==> config.mk <==
export PLATFORM = sky130hd
export DESIGN_NAME = gradient_palette_generator
export DESIGN_NICKNAME = d
export VERILOG_FILES = /design/src/sv/gpg_pkg.sv /design/src/sv/gpg_ram.sv /design/src/sv/gpg_front.sv /design/src/sv/gpg_back.sv /design/src/sv/gradient_palette_generator.sv
export SDC_FILE = /design/constraint.sdc
export NUM_CORES = 2
export LEC_CHECK = 0
export CAP_MARGIN = 15
export CORE_ASPECT_RATIO = 0.5
export CORE_MARGIN = 2
export CORE_UTILIZATION = 51
export DETAILED_ROUTE_END_ITERATION = 10
export DONT_BUFFER_PORTS = 1
export PLACE_DENSITY = 0.66
export SLEW_MARGIN = 0
export SYNTH_ARGS = -nofsm -noshare
export SYNTH_HDL_FRONTEND = slang
export SYNTH_HIERARCHICAL = 1
export SYNTH_SLANG_ARGS = --single-unit
==> constraint.sdc <==
create_clock -name clk -period 10.45 [get_ports clk]
set_input_delay 2.09 -clock clk [delete_from_list [all_inputs] [get_ports clk]]
set_output_delay 2.09 -clock clk [all_outputs]
set_load 0.01 [all_outputs]
==> src/sv/gpg_pkg.sv <==
`default_nettype none
package gpg_pkg;
	localparam int MAX_POINTS  = 16;
	localparam int MAX_ENTRIES = 4096;
	localparam int SLOT_W      = $clog2(MAX_POINTS);
	localparam int CNT_W       = SLOT_W + 1;
	localparam int IDX_W       = 12;
	localparam int SIZE_W      = 13;
	localparam int POS_W       = 17;
	localparam int RGB_W       = 24;
	localparam int QPOS_W      = IDX_W + 16;
	localparam int ANC_W       = POS_W + RGB_W;

	localparam logic [SIZE_W-1:0] DEF_SIZE = SIZE_W'(256);
	localparam logic [4:0]        DEF_PTS  = 5'd2;

	localparam logic REG_SIZE = 1'b0;
	localparam logic REG_PTS  = 1'b1;

	localparam logic CMD_LOAD = 1'b0;
	localparam logic CMD_GEN  = 1'b1;

	typedef struct packed {
		logic              cmd;
		logic [3:0]        slot;
		logic [POS_W-1:0]  pos;
		logic [RGB_W-1:0]  rgb;
		logic [IDX_W-1:0]  idx;
	} item_t;

	typedef struct packed {
		logic  valid;
		item_t item;
	} qhead_t;
endpackage
`default_nettype wire

==> src/sv/gpg_ram.sv <==
`default_nettype none
module gpg_ram #(
	parameter int WIDTH = 8,
	parameter int DEPTH = 16
) (
	input  logic                     clk,
	input  logic                     we,
	input  logic [$clog2(DEPTH)-1:0] waddr,
	input  logic [WIDTH-1:0]         wdata,
	input  logic [$clog2(DEPTH)-1:0] raddr,
	output logic [WIDTH-1:0]         rdata
);
	logic [WIDTH-1:0] mem_q [DEPTH];

	always_ff @(posedge clk) begin
		if (we) begin
			mem_q[waddr] <= wdata;
		end
		rdata <= mem_q[raddr];
	end
endmodule
`default_nettype wire

==> src/sv/gpg_front.sv <==
`default_nettype none
module gpg_front (
	input  logic            clk,
	input  logic            arst_n,
	input  logic            in_valid,
	output logic            in_stall,
	input  gpg_pkg::item_t  in_item,
	output gpg_pkg::qhead_t head,
	input  logic            pop
);
	import gpg_pkg::*;

	item_t      ent_q [2];
	logic       wr_q;
	logic       rd_q;
	logic [1:0] cnt_q;
	logic       push;
	logic       take;

	assign in_stall  = (cnt_q == 2'd2);
	assign push      = in_valid && !in_stall;
	assign take      = pop && (cnt_q != 2'd0);
	assign head.valid = (cnt_q != 2'd0);
	assign head.item  = ent_q[rd_q];

	always_ff @(posedge clk) begin
		if (push) begin
			ent_q[wr_q] <= in_item;
		end
	end

	always_ff @(posedge clk or negedge arst_n) begin
		if (!arst_n) begin
			wr_q  <= 1'b0;
			rd_q  <= 1'b0;
			cnt_q <= 2'd0;
		end else begin
			if (push) begin
				wr_q <= ~wr_q;
			end
			if (take) begin
				rd_q <= ~rd_q;
			end
			cnt_q <= cnt_q + 2'(push) - 2'(take);
		end
	end

	assert property (@(posedge clk) disable iff (!arst_n) cnt_q != 2'd3)
		else $error("queue count out of range");
	assert property (@(posedge clk) disable iff (!arst_n)
		(cnt_q == 2'd0) |-> (wr_q == rd_q))
		else $error("empty queue with pointers apart");
	assert property (@(posedge clk) disable iff (!arst_n)
		(push && !take) |=> (cnt_q == $past(cnt_q) + 2'd1))
		else $error("push lost");
endmodule
`default_nettype wire

==> src/sv/gpg_back.sv <==
`default_nettype none
module gpg_back (
	input  logic                        clk,
	input  logic                        arst_n,
	input  gpg_pkg::qhead_t             head,
	output logic                        pop,
	input  logic [gpg_pkg::SIZE_W-1:0]  palette_size,
	input  logic [4:0]                  point_count,
	output logic                        out_valid,
	input  logic                        out_stall,
	output logic [gpg_pkg::IDX_W-1:0]   out_index,
	output logic [31:0]                 abgr_color
);
	import gpg_pkg::*;

	localparam logic [3:0] S_IDLE = 4'd0;
	localparam logic [3:0] S_DIV  = 4'd1;
	localparam logic [3:0] S_ADV  = 4'd2;
	localparam logic [3:0] S_ADVW = 4'd3;
	localparam logic [3:0] S_SEL  = 4'd4;
	localparam logic [3:0] S_SGLW = 4'd5;
	localparam logic [3:0] S_RD1  = 4'd6;
	localparam logic [3:0] S_RD1W = 4'd7;
	localparam logic [3:0] S_MUL1 = 4'd8;
	localparam logic [3:0] S_MUL2 = 4'd9;
	localparam logic [3:0] S_BLD  = 4'd10;
	localparam logic [3:0] S_FIN  = 4'd11;
	localparam logic [3:0] S_OUT  = 4'd12;

	logic [3:0]          state_q;
	logic [CNT_W-1:0]    p1_q;
	logic [CNT_W-1:0]    pts_q;
	logic [IDX_W-1:0]    size_m1_q;
	logic [IDX_W-1:0]    idx_q;
	logic [QPOS_W-1:0]   div_q;
	logic [IDX_W-1:0]    rem_q;
	logic [4:0]          cnt_q;
	logic [POS_W-1:0]    a0_q;
	logic [RGB_W-1:0]    c0_q;
	logic [RGB_W-1:0]    c1_q;
	logic [POS_W-1:0]    len_q;
	logic [POS_W-1:0]    d_q;
	logic [24:0]         prod_q [3];
	logic [24:0]         brem_q [3];
	logic [7:0]          quo_q  [3];
	logic [23:0]         den_q;
	logic [RGB_W-1:0]    col_q;

	logic                we;
	logic [SLOT_W-1:0]   raddr;
	logic [ANC_W-1:0]    rdata;
	logic [POS_W-1:0]    r_pos;
	logic [RGB_W-1:0]    r_rgb;
	logic [SIZE_W-1:0]   size_c;
	logic [CNT_W-1:0]    pts_c;
	logic [IDX_W:0]      trial;
	logic                tbit;
	logic [QPOS_W-1:0]   dfull;
	logic                out_free;

	assign r_pos    = rdata[ANC_W-1:RGB_W];
	assign r_rgb    = rdata[RGB_W-1:0];
	assign out_free = !out_valid || !out_stall;
	assign pop      = (state_q == S_IDLE);
	assign we       = pop && head.valid && (head.item.cmd == CMD_LOAD);

	gpg_ram #(.WIDTH(ANC_W), .DEPTH(MAX_POINTS)) u_anchors (
		.clk   (clk),
		.we    (we),
		.waddr (head.item.slot[SLOT_W-1:0]),
		.wdata ({head.item.pos, head.item.rgb}),
		.raddr (raddr),
		.rdata (rdata)
	);

	always_comb begin
		if (palette_size < SIZE_W'(2)) begin
			size_c = SIZE_W'(2);
		end else if (palette_size > SIZE_W'(MAX_ENTRIES)) begin
			size_c = SIZE_W'(MAX_ENTRIES);
		end else begin
			size_c = palette_size;
		end
		if (point_count < 5'd1) begin
			pts_c = CNT_W'(1);
		end else if (point_count > 5'(MAX_POINTS)) begin
			pts_c = CNT_W'(MAX_POINTS);
		end else begin
			pts_c = point_count[CNT_W-1:0];
		end
		trial = {rem_q, div_q[QPOS_W-1]};
		tbit  = (trial >= {1'b0, size_m1_q});
		dfull = (div_q > QPOS_W'(a0_q)) ? div_q - QPOS_W'(a0_q) : '0;
	end

	always_comb begin
		case (state_q)
			S_ADV:   raddr = p1_q[SLOT_W-1:0];
			S_SEL: begin
				if (p1_q == '0) begin
					raddr = '0;
				end else if (p1_q >= pts_q) begin
					raddr = SLOT_W'(pts_q - CNT_W'(1));
				end else begin
					raddr = SLOT_W'(p1_q - CNT_W'(1));
				end
			end
			S_RD1:   raddr = p1_q[SLOT_W-1:0];
			default: raddr = '0;
		endcase
	end

	always_ff @(posedge clk) begin
		case (state_q)
			S_IDLE: begin
				idx_q     <= head.item.idx;
				div_q     <= {head.item.idx, 16'd0};
				rem_q     <= '0;
				size_m1_q <= IDX_W'(size_c - SIZE_W'(1));
				pts_q     <= pts_c;
			end
			S_DIV: begin
				rem_q <= tbit ? IDX_W'(trial - {1'b0, size_m1_q}) : trial[IDX_W-1:0];
				div_q <= {div_q[QPOS_W-2:0], tbit};
			end
			S_SGLW: col_q <= r_rgb;
			S_RD1: begin
				a0_q <= r_pos;
				c0_q <= r_rgb;
			end
			S_RD1W: begin
				col_q <= r_rgb;
				c1_q  <= r_rgb;
				len_q <= r_pos - a0_q;
				d_q   <= (dfull > QPOS_W'(r_pos - a0_q)) ? r_pos - a0_q : dfull[POS_W-1:0];
			end
			S_MUL1: begin
				for (int k = 0; k < 3; k++) begin
					prod_q[k] <= 25'(c0_q[8*k +: 8] * (len_q - d_q));
				end
			end
			S_MUL2: begin
				for (int k = 0; k < 3; k++) begin
					brem_q[k] <= prod_q[k] + 25'(c1_q[8*k +: 8] * d_q);
				end
				den_q <= {len_q, 7'd0};
			end
			S_BLD: begin
				for (int k = 0; k < 3; k++) begin
					if (brem_q[k] >= {1'b0, den_q}) begin
						brem_q[k] <= brem_q[k] - {1'b0, den_q};
						quo_q[k]  <= {quo_q[k][6:0], 1'b1};
					end else begin
						quo_q[k]  <= {quo_q[k][6:0], 1'b0};
					end
				end
				den_q <= den_q >> 1;
			end
			S_FIN: col_q <= {quo_q[2], quo_q[1], quo_q[0]};
			default: ;
		endcase
		if (state_q == S_OUT && out_free) begin
			out_index  <= idx_q;
			abgr_color <= {8'hFF, col_q[7:0], col_q[15:8], col_q[23:16]};
		end
	end

	always_ff @(posedge clk or negedge arst_n) begin
		if (!arst_n) begin
			state_q   <= S_IDLE;
			p1_q      <= '0;
			cnt_q     <= '0;
			out_valid <= 1'b0;
		end else begin
			if (out_valid && !out_stall) begin
				out_valid <= 1'b0;
			end
			case (state_q)
				S_IDLE: begin
					cnt_q <= '0;
					if (head.valid && head.item.cmd == CMD_GEN) begin
						if (head.item.idx == '0) begin
							p1_q <= '0;
						end
						state_q <= S_DIV;
					end
				end
				S_DIV: begin
					cnt_q <= cnt_q + 5'd1;
					if (cnt_q == 5'(QPOS_W - 1)) begin
						state_q <= S_ADV;
					end
				end
				S_ADV:  state_q <= (p1_q < pts_q) ? S_ADVW : S_SEL;
				S_ADVW: begin
					if (div_q > QPOS_W'(r_pos)) begin
						p1_q <= p1_q + CNT_W'(1);
					end
					state_q <= S_SEL;
				end
				S_SEL:  state_q <= (p1_q == '0 || p1_q >= pts_q) ? S_SGLW : S_RD1;
				S_SGLW: state_q <= S_OUT;
				S_RD1:  state_q <= S_RD1W;
				S_RD1W: state_q <= (r_pos <= a0_q) ? S_OUT : S_MUL1;
				S_MUL1: state_q <= S_MUL2;
				S_MUL2: begin
					cnt_q   <= '0;
					state_q <= S_BLD;
				end
				S_BLD: begin
					cnt_q <= cnt_q + 5'd1;
					if (cnt_q == 5'd7) begin
						state_q <= S_FIN;
					end
				end
				S_FIN:  state_q <= S_OUT;
				S_OUT: begin
					if (out_free) begin
						out_valid <= 1'b1;
						state_q   <= S_IDLE;
					end
				end
				default: state_q <= S_IDLE;
			endcase
		end
	end

	assert property (@(posedge clk) disable iff (!arst_n) p1_q <= CNT_W'(MAX_POINTS))
		else $error("segment pointer past anchors");
	assert property (@(posedge clk) disable iff (!arst_n)
		(state_q == S_OUT && out_free) |=> out_valid)
		else $error("finished item not presented");
	assert property (@(posedge clk) disable iff (!arst_n)
		(state_q == S_MUL1) |-> (len_q != '0 && d_q <= len_q))
		else $error("blend operands invalid");
	assert property (@(posedge clk) disable iff (!arst_n)
		(state_q == S_DIV) |-> (size_m1_q != '0))
		else $error("zero divisor");
endmodule
`default_nettype wire

==> src/sv/gradient_palette_generator.sv <==
// channel  | handshake               | payload
// cfg      | psel/penable/pready     | paddr, pwdata, prdata (0: palette_size, 4: point_count)
// in       | in_valid / in_stall     | cmd, slot, anchor_pos, anchor_rgb, entry_index
// out      | out_valid / out_stall   | out_index, abgr_color
// A load item writes its anchor to the anchor memory when the back end takes it; a generate
// item passes through the queue and the back end, which runs the 28-step serial position
// divider and, when it blends two anchors, the 8-step blend divider.
// A two-item queue lets new items enter while the back end works.
// arst_n clears control state, the registers to their defaults, and the segment pointer.
// out_stall holds the result register; the back end waits only to deliver the next one.
`default_nettype none
module gradient_palette_generator (
	input  logic                        clk,
	input  logic                        arst_n,
	input  logic                        psel,
	input  logic                        penable,
	input  logic                        pwrite,
	input  logic [2:0]                  paddr,
	input  logic [31:0]                 pwdata,
	output logic [31:0]                 prdata,
	output logic                        pready,
	input  logic                        in_valid,
	output logic                        in_stall,
	input  logic                        cmd,
	input  logic [3:0]                  slot,
	input  logic [gpg_pkg::POS_W-1:0]   anchor_pos,
	input  logic [gpg_pkg::RGB_W-1:0]   anchor_rgb,
	input  logic [gpg_pkg::IDX_W-1:0]   entry_index,
	output logic                        out_valid,
	input  logic                        out_stall,
	output logic [gpg_pkg::IDX_W-1:0]   out_index,
	output logic [31:0]                 abgr_color
);
	import gpg_pkg::*;

	logic [SIZE_W-1:0] palette_size_q;
	logic [4:0]        point_count_q;
	item_t             in_item;
	qhead_t            head;
	logic              pop;

	assign pready = 1'b1;
	assign prdata = (paddr[2] == REG_SIZE) ? 32'(palette_size_q) : 32'(point_count_q);

	always_ff @(posedge clk or negedge arst_n) begin
		if (!arst_n) begin
			palette_size_q <= DEF_SIZE;
			point_count_q  <= DEF_PTS;
		end else if (psel && penable && pwrite && pready) begin
			if (paddr[2] == REG_SIZE) begin
				palette_size_q <= pwdata[SIZE_W-1:0];
			end else begin
				point_count_q <= pwdata[4:0];
			end
		end
	end

	assign in_item = '{cmd: cmd, slot: slot, pos: anchor_pos, rgb: anchor_rgb,
		idx: entry_index};

	gpg_front u_front (
		.clk      (clk),
		.arst_n   (arst_n),
		.in_valid (in_valid),
		.in_stall (in_stall),
		.in_item  (in_item),
		.head     (head),
		.pop      (pop)
	);

	gpg_back u_back (
		.clk          (clk),
		.arst_n       (arst_n),
		.head         (head),
		.pop          (pop),
		.palette_size (palette_size_q),
		.point_count  (point_count_q),
		.out_valid    (out_valid),
		.out_stall    (out_stall),
		.out_index    (out_index),
		.abgr_color   (abgr_color)
	);
endmodule
`default_nettype wire
Yosys cells after proc, flatten, opt, wreduce, memory -nomap -nowiden
Memory sizes are Yosys's and may differ from the RTL's. A register that Yosys moved wholly into a read port is not among the register bits.
Cells that the tools add are included.
- bits in registers: 289
- latch bits: 0
- memory bits (writable): 946
- memory bits (read-only): 0
- output and inout port bits: 79
- memories kept: 5
- add/sub/neg operators: 18
- multipliers: 6
- divide/modulo/power cells: 0
- order comparisons: 14
- equality and inequality tests: 21
- shift-type cells: 0
- multiplexer cells: 62
- bitwise operators: 10
- reduce and logical (&&, ||, !) cells: 32
- memory list (name ; depth ; bits a word ; rd ports ; clocked after Yosys merged registers in ; write ports ; RTL line ; source):
    u_back.u_anchors.mem_q ; 16 ; 41 ; 1 ; 1 ; 1 ; gpg_ram.sv:13 ; logic [WIDTH-1:0] mem_q [DEPTH];
    u_front.ent_q ; 2 ; 58 ; 1 ; 0 ; 1 ; gpg_front.sv:13 ; item_t ent_q [2];
    u_back.brem_q ; 3 ; 25 ; 3 ; 0 ; 3 ; gpg_back.sv:44 ; logic [24:0] brem_q [3];
    u_back.prod_q ; 3 ; 25 ; 3 ; 0 ; 3 ; gpg_back.sv:43 ; logic [24:0] prod_q [3];
    u_back.quo_q ; 3 ; 8 ; 3 ; 0 ; 3 ; gpg_back.sv:45 ; logic [7:0] quo_q [3];
- operators with widths (operator ; number):
    one-hot mux 24 bit (2 select lines) ; 2
    adder 25 bit ; 3
    >= comparator 25 x 24 -> 1 bit ; 3
    multiplier 8 x 17 -> 25 bit ; 3
    multiplier 8 x 25 -> 25 bit ; 3
    2-to-1 mux 25 bit ; 3
    subtractor 25 x 24 -> 25 bit ; 3
    greater-than comparator 28 x 17 -> 1 bit ; 2
    one-hot mux 28 bit (2 select lines) ; 1
    one-hot mux 4 bit (12 select lines) ; 1
    2-to-1 mux 12 bit ; 3
    subtractor 17 x 17 -> 18 bit ; 2
    2-to-1 mux 1 bit ; 29
    greater-than comparator 28 bit ; 1
    2-to-1 mux 28 bit ; 1
    subtractor 28 x 17 -> 28 bit ; 1
    2-to-1 mux 4 bit ; 6
    2-to-1 mux 8 bit ; 3
    one-hot mux 12 bit (2 select lines) ; 1
    == test 4 bit (second input constant) ; 5
    2-to-1 mux 5 bit ; 4
    one-hot mux 5 bit (2 select lines) ; 2
    less-or-equal comparator 17 bit ; 1
    2-to-1 mux 17 bit ; 1
    38 further kinds ; 79

Depth between registers and ports, before layout
An unclocked memory read counts as a cell.
- word-level depth: 6
- depth in mapped cells: 31

By module
The synthesis kept the hierarchy.
- modules (own cells, without submodules) (module ; times used ; cells each ; area an instance (um^2) ; sequential area each (um^2)):
    gpg_back ; 1 ; 5402 ; 52471.6 ; 13157.6
    gpg_ram ; 1 ; 1066 ; 25369.3 ; 20519.7
    gpg_front ; 1 ; 199 ; 4431.8 ; 3583.4
    gradient_palette_generator ; 1 ; 75 ; 1003.5 ; 452.9

Least setup slack after synthesis
Ideal clock, no wire load.
- path type: register -> register
- start point: reg u_back.d_q[2]
- end point: mem u_back.prod_q[2][23], in the netlist u_back/prod_q[0][73], data pin
- data arrival time: 6.990 ns
- slack: 3.198 ns
- cell stages (with the launch flop): 32
- clock period less this slack: 7.252 ns
- path through: edfxtp_1 -> clkbuf_1 -> inv_1 -> ha_1 -> nor2b_1 -> o21ai_0 -> a21boi_0 -> o21ai_0 -> nand2b_1 -> a21oi_1 -> inv_1 -> a21oi_1 -> xnor2_1 -> clkbuf_1 -> nand2_1 -> fa_1 -> fa_1 -> inv_1 -> fa_1 -> inv_1 -> fa_1 -> inv_1 -> ha_1 -> o21a_1 -> o21a_1 -> o31a_1 -> o41a_1 -> a41o_1 -> or4_1 -> a31oi_1 -> o21bai_1 -> xor2_1
- RTL lines (element ; RTL line ; source):
    from (decl) ; gpg_back.sv:42 ; logic [POS_W-1:0] d_q;
    from (signal assigned) ; gpg_back.sv:135 ; d_q <= (dfull > QPOS_W'(r_pos - a0_q)) ? r_pos - a0_q : dfull[POS_W-1:0];
    to (decl) ; gpg_back.sv:43 ;

==> metrics.cfg <==
[status]
outcome=finished clean

[die]
initial_core_util=0.516
io_pins=179
die_w_um=575
die_area_um2=167000
die_h_um=290
core_um2=161000
rows=104

[yosys]
async_flop_share=0.0290
synth_top_area_frac=0.432
seq_area_frac_synth=0.453
syn-mean-instance-area_um2=12.4
syn_area_um2=83300
netlist.top_cell.by_area=edfxtp_1
synth_flop_cell=edfxtp_1
synth_cell_types=91
synth_area_leaders=edfxtp_1, fa_1, ha_1, mux4_2, inv_1
ys_top_cells_by_count=edfxtp_1, inv_1, fa_1
synth_seq_cells=1276
netlist_instances=6742
synth.most_common_cell=edfxtp_1
ys.warnings.count=6
synth-edff-count=1197

[sta]
relSlewSlack=0.221
finalCriticalPeriod_ns=8.16
rsz0062_at_grt=false
tns_ns=0
hold_viol_final=0
setup_violations=0
fmax_ghz=0.123
tightest_slew_ns=1.17
finClkSkew_ns=0.115
drv_slew=0
finalWorstSetupSlack_ns=2.29
period_share=0.781

[drt]
drt_iter0_drc=4147
met1_length_mm=81.9
post_drt_wl_per_cell_um=22.1
vias=51600
drt-pass1-iter-count=5
route.detailed.drc=0
via_per_inst=5.75
top_layer=met5
drt_wl_total_mm=198
detail-route-antenna-nets=0
routed-wl-met3_mm=12.0
met2_length_mm=98.2

[hold_path]
min_path_type=reg2reg
min_from=u_back/col_q[0]$_DFFE_PP_
min_path_cells=0
min_to=u_back/abgr_color[16]$_DFFE_PP_

[cts]
numCtsBuffers=115
clk_pin_slew_ns=0.08
holdBufCountCts=0
h-tree-depth=3
post_cts_buffers=0
root_buffer=clkbuf_16
cts_resized=0
cts_sinks=1276
cts_tree=built
cts_buffer_depth=3
worstSkewPairLatency_ns=0.80

[worst_setup_path]
crit_top_cell=inv_1
worstPathMaxFanout=25
crit_family=adder cells
r2r-start=u_back/d_q[2]$_DFFE_PP_
critPathMaxStageDelay_ns=0.54
r2r_slack_ns=2.29
start_kind=register
crit_arrival_ns=8.62
crit_buf_inv=7
cp_slowest_cell=fa_1
critPathRequiredTime_ns=10.91
r2r_end=u_back/prod_q[0][73]$_DFFE_PP_
reg2reg_depth=31
worst-setup-path-type=reg2reg
endpoint_kind=register

[place]
routabilityCongestion=0.893
port_buffers=0
detailed_place.area_um2=85800
dp_hpwl_mm=138
preCtsSetupSlack_ns=2.46

[run]
cap_violations=0

[grt]
grt_pass1_wl_mm=308
grt_max_degree=93
grt_usage=0.241
antenna_found_initial=7
grt-ovfl-total=0
grt_pass1_vias=53900

[finish]
area_growth_pct=7.80
fin_area_um2=89800
layout.nets=7898
drive_gt1_frac=0.0929

## worst max-delay path by stage
| stage | endpoint | cells after the start | slack (ns) | startpoint |
|---|---|---|---|---|
| after floorplan | u_back/prod_q[0][73]$_DFFE_PP_ | 31 | 3.20 | u_back/d_q[2]$_DFFE_PP_ |
| after global placement | u_back/prod_q[0][48]$_DFFE_PP_ | 26 | 2.63 | u_back/d_q[1]$_DFFE_PP_ |
| after detailed placement | u_back/prod_q[0][73]$_DFFE_PP_ | 31 | 2.46 | u_back/d_q[2]$_DFFE_PP_ |
| after CTS | u_back/prod_q[0][73]$_DFFE_PP_ | 31 | 2.33 | u_back/d_q[2]$_DFFE_PP_ |
| after global routing | u_back/prod_q[0][73]$_DFFE_PP_ | 31 | 1.82 | u_back/d_q[2]$_DFFE_PP_ |
| final | u_back/prod_q[0][73]$_DFFE_PP_ | 31 | 2.29 | u_back/d_q[2]$_DFFE_PP_ |
## per-stage QoR
step / std cells / hold slack [ns] / util
after CTS: 8953 / 0.416 / 0.556
after global placement: 8736 / 0.406 / 0.531
after global routing: 8958 / 0.420 / 0.556
final: 8962 / 0.421 / 0.556
after detailed placement: 8737 / 0.405 / 0.531
after floorplan: 6767 / 0.400 / -
## state kept, by name, indices dropped and copies added (netlist names), 12 cells and up
name	cells
u_back/u_anchors/rdata	41
u_back/den_q	24
u_back/quo_q	24
u_back/size_m1_q	12
u_back/c1_q	24
u_back/div_q	28
u_back/a0_q	17
u_back/rem_q	12
u_back/c0_q	24
u_back/out_index	12
u_back/col_q	24
u_front/ent_q	116
u_back/len_q	17
u_back/d_q	17
u_back/brem_q	75
u_back/abgr_color	24
u_back/idx_q	12
u_back/u_anchors/mem_q	656
palette_size_q	13
u_back/prod_q	75
## per-layer routing
layer / up-vias / global-route usage
met2: 1600 / 0.417
met1: 26800 / 0.319
met5: - / 0
met3: 336 / 0.0342
li1: 22900 / -
met4: 2 / 0.0733
## area by class of cell
cell class	instances	area, µm²
Fill cell	13000	71700
Multi-Input combinational cell	4272	41200
Sequential cell	1276	37700
Inverter	931	3490
Clock buffer	134	2950
Tap cell	2173	2720
Clock inverter	82	1010
Timing Repair Buffer	86	678
Antenna cell	8	20.0
## kinds of logic (layout without fill, tap and decap cells)
family                     Yosys count  count (layout)  share of synthesized area
AOI/OAI and AO/OA                  854             854                     0.0671
xor gates and xnor gates           258             258                     0.0271
adders and majority gates         1116            1116                      0.229
buffers and inverters             1219            1233                     0.0574
DFF                               1276            1276                      0.453
muxes                              315             315                     0.0653
other                                3              36                   0.000135
and+or+nand+nor                   1701            1701                      0.101
## cells in the final DEF (no fill, tap or decap), types with 15 or more instances in the layout
cell and n:
a22oi_1 88, or3_1 16, o21a_1 62, a21oi_1 211
a31oi_1 17, nor2b_1 94, inv_1 929, bufinv_16 15
buf_4 84, mux2i_1 22, a21o_1 99, mux2_2 109
and2_1 453, xnor2_1 161, ha_1 439, fa_1 677
a211oi_1 17, dfxtp_1 42, clkinv_1 19, o21ai_0 175
mux2_4 20, nand2_1 627, nand4_1 32, nand2b_1 51
and3_1 33, edfxtp_1 1197, nor2_4 15, nand3_1 41
conb_1 28, clkinv_2 21, dfrtp_1 34, mux4_2 164
clkbuf_1 19, nor3_1 55, nor2_1 217, o21bai_1 25
clkbuf_16 115, xor2_1 88
Power is not shown: default switching activity piles up to over one toggle a cycle in this logic, so the estimate is an artifact.
